`config.mk`:
```
export PLATFORM = sky130hd
export DESIGN_NAME = modular_exponentiation_core
export DESIGN_NICKNAME = d
export VERILOG_FILES = /design/src/rtl/core/modexp_pkg.sv /design/src/rtl/core/modular_exponentiation_core.sv /design/src/rtl/core/modexp_datapath.sv /design/src/rtl/core/modexp_ctrl.sv
export SDC_FILE = /design/constraint.sdc
export NUM_CORES = 1
export LEC_CHECK = 0
export BUFFER_PORTS_ARGS = -buffer_cell sky130_fd_sc_hd__buf_2
export CORE_MARGIN = 10
export CORE_UTILIZATION = 44
export DETAILED_ROUTE_END_ITERATION = 6
export PLACE_DENSITY_LB_ADDON = 0.05
export SETUP_SLACK_MARGIN = 0.05
export SLEW_MARGIN = 20
export SYNTH_ARGS = -nofsm -noshare
export SYNTH_HDL_FRONTEND = slang
export SYNTH_SLANG_ARGS = --single-unit
```
`constraint.sdc`:
```
create_clock -name clk -period 5.4 [get_ports clk]
set_input_delay 0.81 -clock clk [delete_from_list [all_inputs] [get_ports clk]]
set_output_delay 0.81 -clock clk [all_outputs]
set_load 0.005 [all_outputs]
```
`src/rtl/core/modexp_pkg.sv`:
```
// Shared types and constants for the modular exponentiation core.
package modexp_pkg;

  localparam int WIDE_BITS = 63;
  localparam int CNT_W     = $clog2(WIDE_BITS + 1);

  typedef enum logic [1:0] {
    OP_REDUCE = 2'd0,
    OP_MUL    = 2'd1,
    OP_SQR    = 2'd2
  } op_t;

  typedef struct packed {
    logic load;
    logic op_start;
    op_t  op;
    logic wr_base;
    logic wr_acc;
    logic shift_exp;
    logic emit;
  } mx_cmd_t;

  typedef struct packed {
    logic op_done;
    logic exp_zero;
    logic exp_lsb;
    logic exp_last;
  } mx_status_t;

endpackage

```
`src/rtl/core/modular_exponentiation_core.sv`:
```
// Top level: base^exponent mod modulus by right-to-left square-and-multiply.
//
//   Channel  Handshake          Payload
//   input    start & !busy      in_base_value, in_exponent, in_modulus
//   result   out_valid (1 clk)  out_power_result
//
// One transaction: the base is first reduced mod the modulus; then each exponent bit
// takes a multiply if set and a square (skipped after the last set bit), all in the
// single bit-serial multiply/reduce unit (one multiplier bit per cycle).
// Synchronous active-low reset returns the sequencer to idle; no pending result.
// busy stays high until the result strobe; the receiver cannot stall.
module modular_exponentiation_core #(
  parameter int MOD_BITS = 31
) (
  input  logic                             clk,
  input  logic                             rst_n,
  input  logic                             start,
  output logic                             busy,
  input  logic [modexp_pkg::WIDE_BITS-1:0] in_base_value,
  input  logic [modexp_pkg::WIDE_BITS-1:0] in_exponent,
  input  logic [MOD_BITS-1:0]              in_modulus,
  output logic                             out_valid,
  output logic [MOD_BITS-1:0]              out_power_result
);
  import modexp_pkg::*;

  mx_cmd_t    cmd;
  mx_status_t status;

  modexp_ctrl u_ctrl (
    .clk       (clk),
    .rst_n     (rst_n),
    .start     (start),
    .busy      (busy),
    .out_valid (out_valid),
    .cmd       (cmd),
    .status    (status)
  );

  modexp_datapath #(
    .MOD_BITS (MOD_BITS)
  ) u_datapath (
    .clk              (clk),
    .rst_n            (rst_n),
    .cmd              (cmd),
    .status           (status),
    .in_base_value    (in_base_value),
    .in_exponent      (in_exponent),
    .in_modulus       (in_modulus),
    .out_power_result (out_power_result)
  );

endmodule

```
`src/rtl/core/modexp_datapath.sv`:
```
// Operand registers and the shared bit-serial modular multiply/reduce unit.
module modexp_datapath #(
  parameter int MOD_BITS = 31
) (
  input  logic                             clk,
  input  logic                             rst_n,
  input  modexp_pkg::mx_cmd_t              cmd,
  output modexp_pkg::mx_status_t           status,
  input  logic [modexp_pkg::WIDE_BITS-1:0] in_base_value,
  input  logic [modexp_pkg::WIDE_BITS-1:0] in_exponent,
  input  logic [MOD_BITS-1:0]              in_modulus,
  output logic [MOD_BITS-1:0]              out_power_result
);
  import modexp_pkg::*;

  localparam int T_W = MOD_BITS + 2;

  logic [MOD_BITS-1:0]  m_r, base_r, acc_r, rem_r, mcand_r, res_r;
  logic [MOD_BITS-1:0]  rem_nxt;
  logic [WIDE_BITS-1:0] exp_r, opnd_r;
  logic [CNT_W-1:0]     cnt_r;
  logic                 run_r, done_r, red_mode_r;
  logic [T_W-1:0]       addend, t_val, m1, m2;

  // One step: rem = (2*rem + addend) mod m, where addend < m so the sum stays below 3m.
  always_comb begin
    if (red_mode_r) begin
      addend = T_W'(opnd_r[WIDE_BITS-1]);
    end else begin
      addend = opnd_r[WIDE_BITS-1] ? T_W'(mcand_r) : '0;
    end
    t_val = {1'b0, rem_r, 1'b0} + addend;
    m1    = T_W'(m_r);
    m2    = {1'b0, m_r, 1'b0};
    if (t_val >= m2) begin
      rem_nxt = MOD_BITS'(t_val - m2);
    end else if (t_val >= m1) begin
      rem_nxt = MOD_BITS'(t_val - m1);
    end else begin
      rem_nxt = MOD_BITS'(t_val);
    end
  end

  always_ff @(posedge clk) begin
    if (!rst_n) begin
      run_r  <= 1'b0;
      done_r <= 1'b0;
    end else begin
      done_r <= run_r && (cnt_r == CNT_W'(1));
      if (cmd.op_start) begin
        run_r <= 1'b1;
      end else if (run_r && (cnt_r == CNT_W'(1))) begin
        run_r <= 1'b0;
      end
    end
  end

  always_ff @(posedge clk) begin
    if (cmd.load) begin
      m_r   <= in_modulus;
      exp_r <= in_exponent;
      acc_r <= MOD_BITS'(1);
    end
    if (cmd.op_start) begin
      rem_r <= '0;
      case (cmd.op)
        OP_REDUCE: begin
          red_mode_r <= 1'b1;
          opnd_r     <= in_base_value;
          mcand_r    <= '0;
          cnt_r      <= CNT_W'(WIDE_BITS);
        end
        OP_MUL: begin
          red_mode_r <= 1'b0;
          opnd_r     <= {base_r, {(WIDE_BITS-MOD_BITS){1'b0}}};
          mcand_r    <= acc_r;
          cnt_r      <= CNT_W'(MOD_BITS);
        end
        default: begin
          red_mode_r <= 1'b0;
          opnd_r     <= {base_r, {(WIDE_BITS-MOD_BITS){1'b0}}};
          mcand_r    <= base_r;
          cnt_r      <= CNT_W'(MOD_BITS);
        end
      endcase
    end else if (run_r) begin
      rem_r  <= rem_nxt;
      opnd_r <= {opnd_r[WIDE_BITS-2:0], 1'b0};
      cnt_r  <= cnt_r - CNT_W'(1);
    end
    if (cmd.wr_base) begin
      base_r <= rem_r;
    end
    if (cmd.wr_acc) begin
      acc_r <= rem_r;
    end
    if (cmd.shift_exp) begin
      exp_r <= {1'b0, exp_r[WIDE_BITS-1:1]};
    end
    if (cmd.emit) begin
      // moduli of zero or one answer 0
      res_r <= (m_r < MOD_BITS'(2)) ? '0 : acc_r;
    end
  end

  assign status.op_done  = done_r;
  assign status.exp_zero = (exp_r == '0);
  assign status.exp_lsb  = exp_r[0];
  assign status.exp_last = (exp_r[WIDE_BITS-1:1] == '0);

  assign out_power_result = res_r;

endmodule

```
`src/rtl/core/modexp_ctrl.sv`:
```
// Sequencer for square-and-multiply over the exponent bits.
module modexp_ctrl (
  input  logic                   clk,
  input  logic                   rst_n,
  input  logic                   start,
  output logic                   busy,
  output logic                   out_valid,
  output modexp_pkg::mx_cmd_t    cmd,
  input  modexp_pkg::mx_status_t status
);
  import modexp_pkg::*;

  typedef enum logic [5:0] {
    S_IDLE   = 6'b000001,
    S_REDUCE = 6'b000010,
    S_CHECK  = 6'b000100,
    S_MUL    = 6'b001000,
    S_SQR    = 6'b010000,
    S_DONE   = 6'b100000
  } state_t;

  state_t state_r, state_nxt;
  logic   out_valid_r;

  always_comb begin
    state_nxt = state_r;
    cmd       = '0;
    cmd.op    = OP_REDUCE;
    case (state_r)
      S_IDLE: begin
        if (start) begin
          cmd.load     = 1'b1;
          cmd.op_start = 1'b1;
          cmd.op       = OP_REDUCE;
          state_nxt    = S_REDUCE;
        end
      end
      S_REDUCE: begin
        if (status.op_done) begin
          cmd.wr_base = 1'b1;
          state_nxt   = S_CHECK;
        end
      end
      S_CHECK: begin
        if (status.exp_zero) begin
          state_nxt = S_DONE;
        end else if (status.exp_lsb) begin
          cmd.op_start = 1'b1;
          cmd.op       = OP_MUL;
          state_nxt    = S_MUL;
        end else begin
          cmd.op_start = 1'b1;
          cmd.op       = OP_SQR;
          state_nxt    = S_SQR;
        end
      end
      S_MUL: begin
        if (status.op_done) begin
          cmd.wr_acc = 1'b1;
          if (status.exp_last) begin
            // last set bit: the trailing square is never used
            state_nxt = S_DONE;
          end else begin
            cmd.op_start = 1'b1;
            cmd.op       = OP_SQR;
            state_nxt    = S_SQR;
          end
        end
      end
      S_SQR: begin
        if (status.op_done) begin
          cmd.wr_base   = 1'b1;
          cmd.shift_exp = 1'b1;
          state_nxt     = S_CHECK;
        end
      end
      S_DONE: begin
        cmd.emit  = 1'b1;
        state_nxt = S_IDLE;
      end
      default: begin
        state_nxt = S_IDLE;
      end
    endcase
  end

  always_ff @(posedge clk) begin
    if (!rst_n) begin
      state_r     <= S_IDLE;
      out_valid_r <= 1'b0;
    end else begin
      state_r     <= state_nxt;
      out_valid_r <= cmd.emit;
    end
  end

  assign busy      = (state_r != S_IDLE);
  assign out_valid = out_valid_r;

endmodule
```
==> impl_metrics.env <==
export IMPL_core_area_um2=42200
export IMPL_r2r_start="u_datapath.red_mode_r"
export IMPL_fin_crit_sh_pct=97.0
export IMPL_r2r_cells=25
export IMPL_mostFrequentLayoutCells="edfxtp_1, buf_2, nand2_1"
export IMPL_drc_errors=0
export IMPL_detail_route_wl_per_cell_um=21.3
export IMPL_hpwl_mm=40.8
export IMPL_status="completed"
export IMPL_portBuffers=192
export IMPL_setup_viol=0
export IMPL_h_tree_depth=2
export IMPL_drtAntennaViolNets=0
export IMPL_synth_cells=1751
export IMPL_grt_pass1_wl_mm=83.6
export IMPL_fmax_mhz=191
export IMPL_path_clk_slew_ns=0.06
export IMPL_slew_headroom_pct=38.3
export IMPL_post_route_cells_drive_above_1_share_pct=27.9
export IMPL_place_worst_setup_slack_ns=-0.352
export IMPL_cp_data_required_time_ns=5.82
export IMPL_hold_class="in2reg"
export IMPL_max_cap_violations=0
export IMPL_reg2reg_slack_ns=0.16
export IMPL_finClkSkew_ns=0.0267
export IMPL_ys_warn_count=0
export IMPL_cts_sinks=328
export IMPL_wirelength_met1_mm=27.0
export IMPL_clkLatencyLatePin_ns=0.56
export IMPL_report_final_slew_viol_count=0
export IMPL_syn_avg_cell_area_um2=10.8
export IMPL_p_leak_nw=9.48
export IMPL_ys_seq_elements=328
export IMPL_grt_pass1_vias=14500
export IMPL_syn_nets=2008
export IMPL_synth_edf_count=287
export IMPL_worstSetupPathType="reg2reg"
export IMPL_synth_area_um2=18900
export IMPL_grtUsageTotal_pct=20.7
export IMPL_hp_start="in_modulus[11]"
export IMPL_clock_tree_buffer_depth=3
export IMPL_die_h_um=227
export IMPL_yosys_cell_types_count=97
export IMPL_power_density_nw_per_um2=453
export IMPL_rows=75
export IMPL_areaGrowthSynthToFinish_pct=22.6
export IMPL_cts_root_buf="clkbuf_16"
export IMPL_utilization_pct=55.0
export IMPL_gp_congestion=0.918
export IMPL_dr_pass1_iters=6
export IMPL_worstPathMaxFanout=8
export IMPL_grt_max_degree=96
export IMPL_ir_drop_mv=0.280
export IMPL_synth_ff_type="edfxtp_1"
export IMPL_final_area_um2=23200
export IMPL_cp_slowest_cell="edfxtp_1"
export IMPL_synthArstFlopShare_pct=0
export IMPL_start_util_pct=44.8
export IMPL_die_w_um=227
export IMPL_tightest_slew_ns=0.926
export IMPL_grt_overflow_total=0
export IMPL_antenna_found_initial=1
export IMPL_routed_top_layer="met5"
export IMPL_layout_commonest_cell="edfxtp_1"
export IMPL_tns_ns=0
export IMPL_ys_seq_area_share_pct=49.9
export IMPL_arrival_ns=5.65
export IMPL_placed_cell_area_um2=21200
export IMPL_totalWireLength_mm=55.7
export IMPL_holdPathEnd="u_datapath.m_r[11]"
export IMPL_slowest_delay_ns=0.46
export IMPL_io_pins=193
export IMPL_layout_setup_ws_ns=0.162
export IMPL_die_area_um2=51700
export IMPL_end_kind="flop"
export IMPL_drt_iter0_markers=971
export IMPL_r2r_end="u_datapath.rem_r[30]"
export IMPL_nets=2301
export IMPL_routed_wl_met3_mm=3.07
export IMPL_hold_depth=1
export IMPL_finalHoldViolations=0
export IMPL_vias=14800
export IMPL_route_met2_wl_mm=24.4
export IMPL_finalCriticalPeriod_ns=5.24
export IMPL_num_antenna_cells=0
export IMPL_vias_per_cell=5.66
export IMPL_critPathLaunchType="flop"
export IMPL_numCtsBuffers=38
export IMPL_cts_tree="done"
export IMPL_crit_path_frequent_cell="buf_4"
[layout make-up]
type | count | area, um2
multi-input combinational | 1282 | 9500
clock inverter | 22 | 241
fill | 3752 | 19000
tap | 539 | 674
clock buffer | 48 | 1030
sequential | 328 | 9440
timing repair buffer | 329 | 2070
inverter | 65 | 246
[state kept, by name, summed over array words and instances, names as in the netlist]
name,flops
u_ctrl.out_valid,1
u_ctrl.state_r,6
u_datapath.acc_r,31
u_datapath.base_r,31
u_datapath.cnt_r,6
u_datapath.done_r,1
u_datapath.exp_r,63
u_datapath.m_r,31
u_datapath.mcand_r,31
u_datapath.opnd_r,63
u_datapath.out_power_result,31
u_datapath.red_mode_r,1
u_datapath.rem_r,31
u_datapath.run_r,1
[cells in the mapped netlist, drive strengths merged, types with 30 or more instances]
cell type / instances / area, um2
a21o: 41 / 309
a21oi: 125 / 656
a22o: 31 / 272
and2: 40 / 251
and3: 45 / 283
buf: 33 / 181
clkbuf: 46 / 175
dfxtp: 41 / 821
edfxtp: 287 / 8620
ha: 94 / 1180
inv: 64 / 243
mux2: 63 / 709
mux2i: 39 / 390
nand2: 168 / 633
nand3: 30 / 160
nor2: 71 / 288
nor2b: 39 / 244
o21ai: 151 / 771
xnor2: 44 / 385
xor2: 31 / 290
[through the flow]
stage	cells	hold WS (ns)	power (mW)
finish	2613	0.424	10.5
global route	2613	0.403	11.1
CTS	2597	0.392	10.1
detailed placement	2526	0.519	7.38
global placement	2526	0.508	7.35
floorplan	1751	0.445	5.95
[worst max path at each step]
stage | start | endpoint | depth (start not counted)
after floorplan | u_datapath.opnd_r[62] | u_datapath.rem_r[30] | 23
after global placement | u_datapath.red_mode_r | u_datapath.rem_r[27] | 24
after detailed placement | u_datapath.red_mode_r | u_datapath.rem_r[30] | 22
after CTS | u_datapath.opnd_r[62] | u_datapath.rem_r[30] | 22
after global routing | u_datapath.red_mode_r | u_datapath.rem_r[28] | 24
final | u_datapath.red_mode_r | u_datapath.rem_r[30] | 25
[power by group]
group	switching, mW	internal [mW]	leakage (nW)
clock	1.08	1.57	0.626
sequential	0.245	3.14	3.08
combinational	2.56	1.92	5.78
total	3.89	6.63	9.48
[worst max-delay path: cells and delay by family (launching register included)]
family / cells / cell delay [ns]
buffers and inverters: 5 / 0.78
AO/OA/AOI/OAI: 13 / 2.41
flip-flops: 1 / 0.46
XOR/XNOR: 1 / 0.14
adder cells (fa/ha/maj): 2 / 0.62
AND/OR/NAND/NOR: 4 / 0.67
[layer usage]
| metal | track usage, % | vias to the layer above |
|---|---|---|
| li1 | - | 7197 |
| met1 | 31.0 | 7099 |
| met2 | 30.6 | 413 |
| met3 | 3.41 | 71 |
| met4 | 5.03 | 2 |
| met5 | 0 | - |
[what timing repair did]
action,in CTS,in global routing
resized for setup,15,95
hold buffers,0,0
cloned,0,3
buffers inserted,1,13
pin swaps,2,35
endpoints found under the setup margin,31,31
[cell families (layout without fill, tap and decap cells)]
group           after synthesis  count (layout)  share of synthesized area [%]
buf+inv                     144             464                           3.19
mux                         102             102                           5.81
fa+ha+maj                    97              97                           6.53
flops                       328             328                           49.9
simple gates                509             512                           13.8
compound gates              496             496                           17.2
xor+xnor                     75              75                           3.57
No activity file was read; power rests on OpenSTA's default activity.
